File: src/design/pfa_pkg.sv
// Shared constants, codes and controller/datapath handshake types for the partition fit allocator.
package pfa_pkg;

  localparam int MAX_BLOCKS_DEF = 8;
  localparam int SIZE_BITS_DEF  = 16;

  localparam int ACTION_W = 1;
  localparam int INDEX_W  = 3;
  localparam int VALUE_W  = 16;
  localparam int MODE_W   = 2;
  localparam int COUNT_W  = 4;
  localparam int CFG_IDX_W  = 1;
  localparam int CFG_DATA_W = 4;

  localparam logic [ACTION_W-1:0] ACT_LOAD  = 1'b0;
  localparam logic [ACTION_W-1:0] ACT_ALLOC = 1'b1;

  localparam logic [MODE_W-1:0] FIT_FIRST = 2'd0;
  localparam logic [MODE_W-1:0] FIT_BEST  = 2'd1;
  localparam logic [MODE_W-1:0] FIT_WORST = 2'd2;

  localparam logic [CFG_IDX_W-1:0] CFG_FIT_MODE   = 1'b0;
  localparam logic [CFG_IDX_W-1:0] CFG_BLOCKS_USE = 1'b1;

  localparam logic [COUNT_W-1:0] BLOCKS_RST = 4'd8;

  typedef enum logic [2:0] {
    ST_IDLE,
    ST_LOAD_WR,
    ST_SCAN,
    ST_DRAIN,
    ST_UPDATE,
    ST_FINISH
  } pfa_state_t;

  typedef struct packed {
    logic in_ready;
    logic capture;
    logic rd_en;
    logic wr_load;
    logic wr_alloc;
    logic load_out;
  } pfa_cmd_t;

  typedef struct packed {
    logic in_valid;
    logic in_load;
    logic out_free;
  } pfa_stat_t;

endpackage

File: src/design/pfa_if.sv
// Valid/ready channel interfaces for request beats and result beats.
interface pfa_in_if import pfa_pkg::*; ();
  logic                valid;
  logic                ready;
  logic [ACTION_W-1:0] action;
  logic [INDEX_W-1:0]  block_index;
  logic [VALUE_W-1:0]  size_value;
  logic                final_request;

  modport source (output valid, action, block_index, size_value, final_request, input ready);
  modport sink   (input valid, action, block_index, size_value, final_request, output ready);
endinterface

interface pfa_out_if import pfa_pkg::*; ();
  logic               valid;
  logic               ready;
  logic               placed;
  logic [INDEX_W-1:0] chosen_block;
  logic [VALUE_W-1:0] block_size_before;
  logic               batch_done;

  modport source (output valid, placed, chosen_block, block_size_before, batch_done, input ready);
  modport sink   (input valid, placed, chosen_block, block_size_before, batch_done, output ready);
endinterface

File: src/design/partition_fit_allocator_core.sv
// Order: a load beat is captured, written to the table and loaded as the result;
// an allocate beat is captured, scans N = active partitions (saturated count), drains,
// updates the chosen partition and loads its result. One beat at a time: the scan reads
// one entry per cycle over the size table's single read port, and a new beat is accepted
// only after the last result loads. With no partition in use, scan and drain are skipped.
// Reset (synchronous, rst_n low): all sizes read as zero, first fit, eight partitions in use.
module partition_fit_allocator_core import pfa_pkg::*; #(
  parameter int MAX_BLOCKS = MAX_BLOCKS_DEF,
  parameter int SIZE_BITS  = SIZE_BITS_DEF
) (
  input  logic                  clk,
  input  logic                  rst_n,
  pfa_in_if.sink                in_bus,
  pfa_out_if.source             out_bus,
  input  logic                  cfg_we,
  input  logic [CFG_IDX_W-1:0]  cfg_index,
  input  logic [CFG_DATA_W-1:0] cfg_wdata
);

  localparam int IDX_W = (MAX_BLOCKS > 1) ? $clog2(MAX_BLOCKS) : 1;
  localparam int CNT_W = $clog2(MAX_BLOCKS + 1);

  pfa_cmd_t         cmd;
  pfa_stat_t        stat;
  logic [CNT_W-1:0] act_cnt;
  logic [IDX_W-1:0] rd_addr;

  pfa_ctrl #(
    .MAX_BLOCKS (MAX_BLOCKS),
    .IDX_W      (IDX_W),
    .CNT_W      (CNT_W)
  ) u_ctrl (
    .clk     (clk),
    .rst_n   (rst_n),
    .stat    (stat),
    .act_cnt (act_cnt),
    .cmd     (cmd),
    .rd_addr (rd_addr)
  );

  pfa_dp #(
    .MAX_BLOCKS (MAX_BLOCKS),
    .SIZE_BITS  (SIZE_BITS),
    .IDX_W      (IDX_W),
    .CNT_W      (CNT_W)
  ) u_dp (
    .clk       (clk),
    .rst_n     (rst_n),
    .in_bus    (in_bus),
    .out_bus   (out_bus),
    .cfg_we    (cfg_we),
    .cfg_index (cfg_index),
    .cfg_wdata (cfg_wdata),
    .cmd       (cmd),
    .rd_addr   (rd_addr),
    .stat      (stat),
    .act_cnt   (act_cnt)
  );

endmodule

File: src/design/pfa_ctrl.sv
// Sequencer for load, scan, update and result handoff.
module pfa_ctrl import pfa_pkg::*; #(
  parameter int MAX_BLOCKS = MAX_BLOCKS_DEF,
  parameter int IDX_W      = (MAX_BLOCKS > 1) ? $clog2(MAX_BLOCKS) : 1,
  parameter int CNT_W      = $clog2(MAX_BLOCKS + 1)
) (
  input  logic             clk,
  input  logic             rst_n,
  input  pfa_stat_t        stat,
  input  logic [CNT_W-1:0] act_cnt,
  output pfa_cmd_t         cmd,
  output logic [IDX_W-1:0] rd_addr
);

  pfa_state_t       state_r, state_nxt;
  logic [CNT_W-1:0] cnt_r, cnt_nxt;

  always_ff @(posedge clk) begin
    if (!rst_n) begin
      state_r <= ST_IDLE;
      cnt_r   <= '0;
    end else begin
      state_r <= state_nxt;
      cnt_r   <= cnt_nxt;
    end
  end

  assign rd_addr = IDX_W'(cnt_r);

  always_comb begin
    state_nxt = state_r;
    cnt_nxt   = cnt_r;
    cmd       = '0;
    unique case (state_r)
      ST_IDLE: begin
        cmd.in_ready = 1'b1;
        if (stat.in_valid) begin
          cmd.capture = 1'b1;
          cnt_nxt     = '0;
          if (stat.in_load) begin
            state_nxt = ST_LOAD_WR;
          end else if (act_cnt == '0) begin
            state_nxt = ST_UPDATE;
          end else begin
            state_nxt = ST_SCAN;
          end
        end
      end
      ST_LOAD_WR: begin
        cmd.wr_load = 1'b1;
        state_nxt   = ST_FINISH;
      end
      ST_SCAN: begin
        cmd.rd_en = 1'b1;
        if (cnt_r == act_cnt - CNT_W'(1)) begin
          state_nxt = ST_DRAIN;
        end else begin
          cnt_nxt = cnt_r + CNT_W'(1);
        end
      end
      ST_DRAIN: begin
        state_nxt = ST_UPDATE;
      end
      ST_UPDATE: begin
        cmd.wr_alloc = 1'b1;
        state_nxt    = ST_FINISH;
      end
      ST_FINISH: begin
        if (stat.out_free) begin
          cmd.load_out = 1'b1;
          state_nxt    = ST_IDLE;
        end
      end
      default: begin
        state_nxt = ST_IDLE;
      end
    endcase
  end

  a_scan_in_range: assert property (@(posedge clk) disable iff (!rst_n)
    (state_r == ST_SCAN) |-> (cnt_r < act_cnt))
    else $error("scan address past active partitions");

  a_scan_leads_drain: assert property (@(posedge clk) disable iff (!rst_n)
    (state_r == ST_DRAIN) |-> ($past(state_r) == ST_SCAN))
    else $error("drain entered without a scan");

endmodule

File: src/design/pfa_dp.sv
// Size table, config registers, fit comparator and result register.
module pfa_dp import pfa_pkg::*; #(
  parameter int MAX_BLOCKS = MAX_BLOCKS_DEF,
  parameter int SIZE_BITS  = SIZE_BITS_DEF,
  parameter int IDX_W      = (MAX_BLOCKS > 1) ? $clog2(MAX_BLOCKS) : 1,
  parameter int CNT_W      = $clog2(MAX_BLOCKS + 1)
) (
  input  logic                  clk,
  input  logic                  rst_n,
  pfa_in_if.sink                in_bus,
  pfa_out_if.source             out_bus,
  input  logic                  cfg_we,
  input  logic [CFG_IDX_W-1:0]  cfg_index,
  input  logic [CFG_DATA_W-1:0] cfg_wdata,
  input  pfa_cmd_t              cmd,
  input  logic [IDX_W-1:0]      rd_addr,
  output pfa_stat_t             stat,
  output logic [CNT_W-1:0]      act_cnt
);

  logic [MODE_W-1:0]    fit_mode_r;
  logic [COUNT_W-1:0]   blocks_r;

  logic [ACTION_W-1:0]  action_r;
  logic [INDEX_W-1:0]   idx_r;
  logic [SIZE_BITS-1:0] req_r;
  logic                 last_r;

  logic [SIZE_BITS-1:0] mem [MAX_BLOCKS];
  logic [MAX_BLOCKS-1:0] vld_r;
  logic [SIZE_BITS-1:0] mem_q;
  logic                 vld_q;
  logic                 cmp_en_r;
  logic [IDX_W-1:0]     cmp_idx_r;

  logic                 found_r;
  logic [IDX_W-1:0]     best_idx_r;
  logic [SIZE_BITS-1:0] best_size_r;

  logic                 out_valid_r;
  logic                 placed_r;
  logic [INDEX_W-1:0]   chosen_r;
  logic [VALUE_W-1:0]   before_r;
  logic                 done_r;

  logic [SIZE_BITS-1:0] rd_data;
  logic                 fits;
  logic                 take;
  logic                 idx_ok;
  logic                 wr_en;
  logic [IDX_W-1:0]     wr_addr;
  logic [SIZE_BITS-1:0] wr_data;

  // config registers
  always_ff @(posedge clk) begin
    if (!rst_n) begin
      fit_mode_r <= FIT_FIRST;
      blocks_r   <= BLOCKS_RST;
    end else if (cfg_we) begin
      unique case (cfg_index)
        CFG_FIT_MODE:   fit_mode_r <= cfg_wdata[MODE_W-1:0];
        CFG_BLOCKS_USE: blocks_r   <= cfg_wdata[COUNT_W-1:0];
        default: ;
      endcase
    end
  end

  always_comb begin
    if (32'(blocks_r) > MAX_BLOCKS) begin
      act_cnt = CNT_W'(MAX_BLOCKS);
    end else begin
      act_cnt = CNT_W'(blocks_r);
    end
  end

  assign in_bus.ready  = cmd.in_ready;
  assign stat.in_valid = in_bus.valid;
  assign stat.in_load  = (in_bus.action == ACT_LOAD);
  assign stat.out_free = !out_valid_r || out_bus.ready;

  // request beat latch
  always_ff @(posedge clk) begin
    if (cmd.capture) begin
      action_r <= in_bus.action;
      idx_r    <= in_bus.block_index;
      req_r    <= SIZE_BITS'(in_bus.size_value);
      last_r   <= in_bus.final_request;
    end
  end

  assign idx_ok  = (32'(idx_r) < MAX_BLOCKS);
  assign wr_en   = (cmd.wr_load && idx_ok) || (cmd.wr_alloc && found_r);
  assign wr_addr = cmd.wr_load ? IDX_W'(idx_r) : best_idx_r;
  assign wr_data = cmd.wr_load ? req_r : (best_size_r - req_r);

  // size table: one write port, one registered read port
  always_ff @(posedge clk) begin
    if (wr_en) begin
      mem[wr_addr] <= wr_data;
    end
    if (cmd.rd_en) begin
      mem_q <= mem[rd_addr];
    end
  end

  always_ff @(posedge clk) begin
    if (!rst_n) begin
      vld_r    <= '0;
      vld_q    <= 1'b0;
      cmp_en_r <= 1'b0;
    end else begin
      if (wr_en) begin
        vld_r[wr_addr] <= 1'b1;
      end
      if (cmd.rd_en) begin
        vld_q <= vld_r[rd_addr];
      end
      cmp_en_r <= cmd.rd_en;
    end
  end

  always_ff @(posedge clk) begin
    if (cmd.rd_en) begin
      cmp_idx_r <= rd_addr;
    end
  end

  assign rd_data = vld_q ? mem_q : '0;
  assign fits    = (rd_data >= req_r);
  assign take    = cmp_en_r && fits &&
                   (!found_r ||
                    ((fit_mode_r == FIT_BEST)  && (rd_data < best_size_r)) ||
                    ((fit_mode_r == FIT_WORST) && (rd_data > best_size_r)));

  // running choice
  always_ff @(posedge clk) begin
    if (!rst_n) begin
      found_r <= 1'b0;
    end else if (cmd.capture) begin
      found_r <= 1'b0;
    end else if (take) begin
      found_r <= 1'b1;
    end
  end

  always_ff @(posedge clk) begin
    if (cmd.capture) begin
      best_idx_r  <= '0;
      best_size_r <= '0;
    end else if (take) begin
      best_idx_r  <= cmp_idx_r;
      best_size_r <= rd_data;
    end
  end

  // result register
  always_ff @(posedge clk) begin
    if (!rst_n) begin
      out_valid_r <= 1'b0;
    end else if (cmd.load_out) begin
      out_valid_r <= 1'b1;
    end else if (out_bus.ready) begin
      out_valid_r <= 1'b0;
    end
  end

  always_ff @(posedge clk) begin
    if (cmd.load_out) begin
      placed_r <= found_r;
      chosen_r <= INDEX_W'(best_idx_r);
      before_r <= VALUE_W'(best_size_r);
      done_r   <= last_r;
    end
  end

  assign out_bus.valid             = out_valid_r;
  assign out_bus.placed            = placed_r;
  assign out_bus.chosen_block      = chosen_r;
  assign out_bus.block_size_before = before_r;
  assign out_bus.batch_done        = done_r;

  a_no_underflow: assert property (@(posedge clk) disable iff (!rst_n)
    (cmd.wr_alloc && found_r) |-> (best_size_r >= req_r))
    else $error("allocation would underflow partition size");

  a_load_no_place: assert property (@(posedge clk) disable iff (!rst_n)
    (cmd.load_out && (action_r == ACT_LOAD)) |=> !out_bus.placed)
    else $error("load beat reported as placed");

  a_no_overwrite: assert property (@(posedge clk) disable iff (!rst_n)
    (cmd.load_out) |-> (!out_valid_r || out_bus.ready))
    else $error("result register overwritten before handoff");

endmodule
File: src/flat_wrapper.sv
// flat-port wrapper written by rule: the top's interface ports become plain ports
module partition_fit_allocator_core_flat import pfa_pkg::*;
#(
  parameter int MAX_BLOCKS = MAX_BLOCKS_DEF,
  parameter int SIZE_BITS  = SIZE_BITS_DEF
)
  (clk, rst_n, cfg_we, cfg_index, cfg_wdata, in_bus_valid, in_bus_action, in_bus_block_index, in_bus_size_value, in_bus_final_request, in_bus_ready, out_bus_valid, out_bus_placed, out_bus_chosen_block, out_bus_block_size_before, out_bus_batch_done, out_bus_ready);
  pfa_in_if in_bus_i ();
  pfa_out_if out_bus_i ();
  input  logic clk;
  input  logic rst_n;
  input  logic cfg_we;
  input  logic [CFG_IDX_W-1:0] cfg_index;
  input  logic [CFG_DATA_W-1:0] cfg_wdata;
  input wire logic [$bits(in_bus_i.valid)-1:0] in_bus_valid;
  input wire logic [$bits(in_bus_i.action)-1:0] in_bus_action;
  input wire logic [$bits(in_bus_i.block_index)-1:0] in_bus_block_index;
  input wire logic [$bits(in_bus_i.size_value)-1:0] in_bus_size_value;
  input wire logic [$bits(in_bus_i.final_request)-1:0] in_bus_final_request;
  output wire logic [$bits(in_bus_i.ready)-1:0] in_bus_ready;
  output wire logic [$bits(out_bus_i.valid)-1:0] out_bus_valid;
  output wire logic [$bits(out_bus_i.placed)-1:0] out_bus_placed;
  output wire logic [$bits(out_bus_i.chosen_block)-1:0] out_bus_chosen_block;
  output wire logic [$bits(out_bus_i.block_size_before)-1:0] out_bus_block_size_before;
  output wire logic [$bits(out_bus_i.batch_done)-1:0] out_bus_batch_done;
  input wire logic [$bits(out_bus_i.ready)-1:0] out_bus_ready;
  assign in_bus_i.valid = in_bus_valid;
  assign in_bus_i.action = in_bus_action;
  assign in_bus_i.block_index = in_bus_block_index;
  assign in_bus_i.size_value = in_bus_size_value;
  assign in_bus_i.final_request = in_bus_final_request;
  assign in_bus_ready = in_bus_i.ready;
  assign out_bus_valid = out_bus_i.valid;
  assign out_bus_placed = out_bus_i.placed;
  assign out_bus_chosen_block = out_bus_i.chosen_block;
  assign out_bus_block_size_before = out_bus_i.block_size_before;
  assign out_bus_batch_done = out_bus_i.batch_done;
  assign out_bus_i.ready = out_bus_ready;
  partition_fit_allocator_core #(.MAX_BLOCKS(MAX_BLOCKS), .SIZE_BITS(SIZE_BITS)) u_core (.clk(clk), .rst_n(rst_n), .in_bus(in_bus_i), .out_bus(out_bus_i), .cfg_we(cfg_we), .cfg_index(cfg_index), .cfg_wdata(cfg_wdata));
endmodule
File: config.mk
export PLATFORM = sky130hd
export DESIGN_NAME = partition_fit_allocator_core_flat
export DESIGN_NICKNAME = d
export VERILOG_FILES = /design/src/design/pfa_pkg.sv /design/src/design/pfa_if.sv /design/src/design/partition_fit_allocator_core.sv /design/src/design/pfa_ctrl.sv /design/src/design/pfa_dp.sv /design/src/flat_wrapper.sv
export SDC_FILE = /design/constraint.sdc
export NUM_CORES = 1
export LEC_CHECK = 0
export ABC_AREA = 1
export BUFFER_PORTS_ARGS = -buffer_cell sky130_fd_sc_hd__buf_2
export CAP_MARGIN = 15
export CORE_MARGIN = 1.5
export CORE_UTILIZATION = 60
export CTS_CLUSTER_SIZE = 16
export DETAILED_ROUTE_END_ITERATION = 6
export PLACE_DENSITY = 0.88
export SLEW_MARGIN = 30
export SYNTH_ARGS = -nofsm -noshare
export SYNTH_HDL_FRONTEND = slang
export SYNTH_SLANG_ARGS = --single-unit
export TNS_END_PERCENT = 100
File: constraint.sdc
create_clock -name clk -period 4 [get_ports clk]
set_clock_uncertainty 0.15 [all_clocks]
set_input_delay 0.4 -clock clk [delete_from_list [all_inputs] [get_ports clk]]
set_output_delay 0.4 -clock clk [all_outputs]
set_load 0.1 [all_outputs]
# Word-level counts from Yosys, hierarchy flattened
# Memory sizes are Yosys's and may differ from the RTL's. A register that Yosys moved wholly into a read port is not among the register bits.
# Cells that the tools add are included.
# totals
mem_bits_rw	128
out_inout_bits	23
n_memories	1
word_cells	95
input_bits	31
reg_bits	88
# memory_table
name	words	width	rd	rd_ports_with_merged_regs	wr	line	rtl
u_core.u_dp.mem	8	16	1	1	1	pfa_dp.sv:29	logic [SIZE_BITS-1:0] mem [MAX_BLOCKS];
# op_classes
n_lt_le_gt_ge	7
mux	28
bitwise_logic	3
add_sub_neg	3
reduce_logical	22
n_eq_ne	12
# ops
operator	count
$mux 16	2
$mux 3	6
$ge 16x16->1	1
$gt 16x16->1	1
$lt 16x16->1	1
$sub 16x16->16	1
$pmux 3 s5	1
$mux 1	12
$mux 4	3
$lt 3x4->1 const B	2
$or 8x8->8	1
$pmux 4 s2	1
$eq 3x2->1 const B	2
$eq 3x3->1 const B	2
$logic_and 1x1->1	6
$ne 2x2->1 const B	3
$reduce_and 3->1	2
$add 4x1->4 const B	1
$eq 4x4->1	1
$gt 4x4->1 const B	1
$logic_not 4->1	1
$logic_or 1x1->1	4
$reduce_and 2->1	2
$reduce_bool 2->1	2
other kinds (13)	16

# Longest topological paths before layout
# depth
ltp_word	8
mapped_depth	20
mapped_depth_nobuf	17

# Cells and area by module
# Synthesis repeated with hierarchy kept, for this count alone.
# unflattened
hier_cells	1087
area_unflattened_um2	10746.6
# by_module_without_submodules
module	n_inst	area_each_um2	seq_area_each_um2	cells_each
pfa_dp	1	10078.4	6386.1	973
pfa_ctrl	1	668.1	140.1	114

# Worst setup path before layout
# OpenSTA, ideal clock, no wires.
# synth_timing
path_kind	reg-to-reg
from	reg u_core.u_ctrl.state_r[0]
to	reg u_core.u_dp.idx_r[0] (enable)
period_less_slack_ps	3285
n_path_buf	1
path_slack_ps	715
setup_time_ps	375
path_stages_with_launch	7
t_arrival_ps	2760
required_time_ps	3475
cell_sequence	dfxtp_1 -> nor2_1 -> inv_1 -> nor2_1 -> nand2_1 -> buf_2 -> inv_1
# synth_lines
item	line	rtl
start, declared	pfa_ctrl.sv:15	pfa_state_t state_r, state_nxt;
start signal, assigned	pfa_ctrl.sv:23	state_r <= state_nxt;
end signal, assigned	pfa_dp.sv:85	idx_r <= in_bus.block_index;
end, declared	pfa_dp.sv:25	logic [INDEX_W-1:0] idx_r;

# Worst setup path after layout
# layout_timing
from	reg u_core.u_dp.vld_q
to	reg u_core.u_dp.best_size_r[11]
# layout_via
elab_chain_len	6
word_cells_on_any_way	10
classes_between	order compare (3); mux (1); reduce/logical (6)
# layout_lines
item	line	rtl
start, declared	pfa_dp.sv:32	logic vld_q;
start signal, assigned	pfa_dp.sv:116	vld_q <= vld_r[rd_addr];
$mux 16 (*)	pfa_dp.sv:128	assign rd_data = vld_q ? mem_q : '0;
net u_core.u_dp.rd_data[15]	pfa_dp.sv:46	logic [SIZE_BITS-1:0] rd_data;
$lt 16x16->1	pfa_dp.sv:132	((fit_mode_r == FIT_BEST) && (rd_data < best_size_r)) ||
$logic_and 1x1->1	pfa_dp.sv:132	
$logic_or 1x1->1	pfa_dp.sv:131	(!found_r ||
$logic_or 1x1->1	pfa_dp.sv:132	
$logic_and 1x1->1 (*)	pfa_dp.sv:130	assign take = cmp_en_r && fits &&
end signal, assigned	pfa_dp.sv:152	best_size_r <= rd_data;
end, declared	pfa_dp.sv:38	logic [SIZE_BITS-1:0] best_size_r;
# The timed path passes the listed nets; every way through them passes the cells marked *.
# A chain may end at the register's enable or synchronous reset.

==> reports/results.txt <==
status - completed
die area - 0.0185 mm2
Seq. cell area - 0.00653 mm2
Critical Path RT - 4.26 ns
reg2reg start - u_core.u_dp.vld_q
total CTS buffers - 23
vias in the first global route - 7480
Post-synth EDFFs - 188
# port buffers - 53
Hold Worst Slack - 0.0146 ns
Final Max Slew Viols - 0
number of fill cells - 1110
Longest Clk Path Bufs - 3
worst hold path depth - 3
design area - 0.0121 mm2
worst hold path type - input pin to flip-flop
H-tree Lvls - 1
I/O pin count - 54
Synth area leaders - edfxtp_1 53%, dfxtp_1 8.3%, nor2_1 7.3%
Max-Cap Viols - 0
WP buf/inv - 3
CP top delay family - simple AND/OR/NAND/NOR gates
Critical Path Max Stage Delay - 0.78 ns
iteration count of the initial detailed-routing pass - 6
Core Region - 0.0173 mm2
Max-slew headroom - 31.9%
antenna violations before repair - 0
CP arrival - 3.35 ns
Least-Margin Pin Slew - 1.01 ns
CTS root buf - clkbuf_16
Layout Nets - 1193
multi-input logic area - 0.00351 mm2
first-pass GRT wire length - 38300 um
RR Endpoint - u_core.u_dp.best_size_r[11]
DR vias/cell - 5.88
Setup Viol. Count Final - 0
Tcrit/Tclk final - 77.3%
R2R depth - 14
Area Growth Syn to Fin - 14.4%
register bit total from synthesis - 232
Post-Route WL - 24400 um
Final ANT Viol Nets - 0
CP Launch Point - u_core.u_dp.vld_q
Hold Crit Endpoint - u_core.u_dp.blocks_r[2]
worst-path cell chain - nand2_1 > inv_1 > ha_1 > nand2_1 > inv_1 > nand3_1 > nor3_1 > nand3_1 > nand3_1 > nand2_1 > inv_2 > nand2_4 > nor2_1 > nor2_2
post-route DRC violation count - 0
post-DR wirelength/cell - 18.0 um
Setup CP Type - flip-flop to flip-flop
CP Launch Type - flip-flop
LEAKAGE - 0.00496 uW
die width - 136 um
syn_nets - 1115
GRT Util Overall - 27.1%
asr flop ratio synth - 0%
Syn Inst Count - 1036
CP max FO - 27
antenna fix cells - 0
Iteration-0 DRC Markers - 839
HPWL Detailed - 15500 um
worst vdd ir - 0.421 mV
register area share after synthesis - 61.6%
Final Wtd Congestion - 0.919
CTS tree - yes
post-layout util - 70.1%
Synth Flop Type - edfxtp_1
largest net degree at the start of global routing - 39
syn avg cell area - 10.2 um2
Yosys top cell area share - 53.3%
dpl cell area - 0.0111 mm2
Rows - 48
CTS sink count - 232
Synthesis Warnings - 0
area leader, netlist - edfxtp_1
gr ovfl total - 0
Fmax - 323 MHz
worst skew pair latency - 0.52 ns
Via Count - 7975
crit path capture type - flip-flop
Die Height - 136 um
final setup TNS - 0 ns
fraction of layout cells with a size suffix above 1 - 11.9%
r2r setup slk - 0.91 ns
power per standard cell area - 661 mW/mm2
Initial Utilization - 61.3%
Synth cell types - 41
post-CTS sizing - 0
Hold Violations, Final - 0
fin crit period - 3.09 ns
RSZ-0062 raised after global routing - false
worst hold start - cfg_wdata[2]
mapped cell area - 0.0106 mm2
Post-CTS Setup Inserts - 0
slowest CP cell - dfxtp_1
Clock Pin Slew Worst Setup and Hold Paths - 0.06 ns
==> cell usage in the layout, fill, tap and decap left out, types with 4 or more instances in the layout <==
master	count
nand4_1	4
nand3b_1	4
o21ai_1	13
nand3_2	8
o21ai_0	92
xor2_1	6
inv_1	96
ha_1	47
a31oi_1	19
buf_2	53
xnor2_1	8
nor3_1	6
clkinv_1	5
nand2_1	122
bufinv_16	4
or2_2	4
a21oi_1	50
nor2_2	5
a21o_1	4
edfxtp_1	188
clkbuf_16	23
inv_2	6
dlygate4sd3_1	22
nand3_1	31
o22ai_1	16
nor2_1	203
buf_4	17
dfxtp_1	43
==> stage by stage <==
stage                     setup slack [ns]  std cells  power (uW)
after floorplan                      0.715       1036        4980
after global placement                1.00       1292        5540
after detailed placement             0.930       1292        5620
after CTS                            0.916       1356        7930
after global routing                 0.582       1356        8360
final                                0.907       1356        8010
==> cell usage after synthesis (2+ instances only) <==
cell type  number
clkinv_1        3
inv_2           5
o21bai_1        2
nand3_1        31
nor3_1          6
buf_6           3
o211ai_1        2
dfxtp_1        44
a21oi_1        50
nand3_2         8
ha_1           47
a21o_1          4
buf_4           2
nand4_1         4
buf_2           6
o22ai_1        16
xnor2_1         8
o21ai_0       101
nor2_2          4
or2_2           4
o221ai_1        2
o21ai_1         4
a31oi_1        19
clkbuf_1       28
or2_1           2
edfxtp_1      188
inv_1          96
nand3b_1        4
xor2_1          6
nand2_1       122
nor2_1        205
==> worst max-delay path by stage <==
stage                                        endpoint  slack [ns]  depth (start not counted)
after floorplan                  u_core.u_dp.idx_r[0]        0.71                          6
after global placement     u_core.u_dp.best_size_r[9]         1.0                         14
after detailed placement  u_core.u_dp.best_size_r[11]        0.93                         14
after CTS                 u_core.u_dp.best_size_r[11]        0.92                         14
after global routing      u_core.u_dp.best_size_r[11]        0.58                         14
final                     u_core.u_dp.best_size_r[11]        0.91                         14
==> state kept, by name, summed over array words and instances, names as in the netlist, 4 cells and up <==
signal                                 cells
u_core.u_dp.mem                          128
u_core.u_dp.best_size_r                   16
u_core.u_dp.mem_q                         16
u_core.u_dp.out_bus.block_size_before     16
u_core.u_dp.req_r                         16
u_core.u_dp.vld_r                          8
u_core.u_ctrl.cnt_r                        4
u_core.u_dp.blocks_r                       4
==> per-layer routing <==
metal | vias to the layer above | GRT usage [%] | wire (um)
met3 | 66 | 3.24 | 2300
met2 | 447 | 44.9 | 11700
li1 | 3702 | - | -
met5 | - | 0 | 0
met4 | 0 | 11.2 | 772
met1 | 3760 | 36.7 | 9630
==> power by group <==
group | switching, uW | leakage, uW | internal [uW]
clock | 913 | 0.000394 | 1370
combinational | 1730 | 0.00249 | 623
sequential | 173 | 0.00207 | 3200
==> area by class of cell <==
type	instances	area share, %
Clock inverter	14	1.49
Inverter	104	3.22
Multi-Input combinational cell	661	28.9
Clock buffer	28	5.15
Sequential cell	232	53.8
Timing Repair Buffer	92	5.06
Tap cell	225	2.32
==> worst min-delay path, stage by stage <==
cell and delay (ns):
buf_2 0.07, o21ai_0 0.07, a21oi_1 0.10
==> logic make-up (layout without fill, tap and decap cells) <==
group | Yosys count | in the layout | share of synthesized area, %
buffers and inverters | 143 | 238 | 5.42
AND/OR/NAND/NOR | 393 | 393 | 15.5
flip-flops | 232 | 232 | 61.6
AO/OA/AOI/OAI | 205 | 205 | 10.5
XOR/XNOR | 14 | 14 | 1.16
adder cells (fa/ha/maj) | 48 | 48 | 5.74
multiplexers | 1 | 1 | 0.0944
==> timing repair <==
item / 4_1_cts / 5_1_grt
endpoints found under the setup margin: 0 / 0
endpoints found under the hold margin: 22 / 0
hold buffers: 22 / 0
No activity file was read; power rests on OpenSTA's default activity.
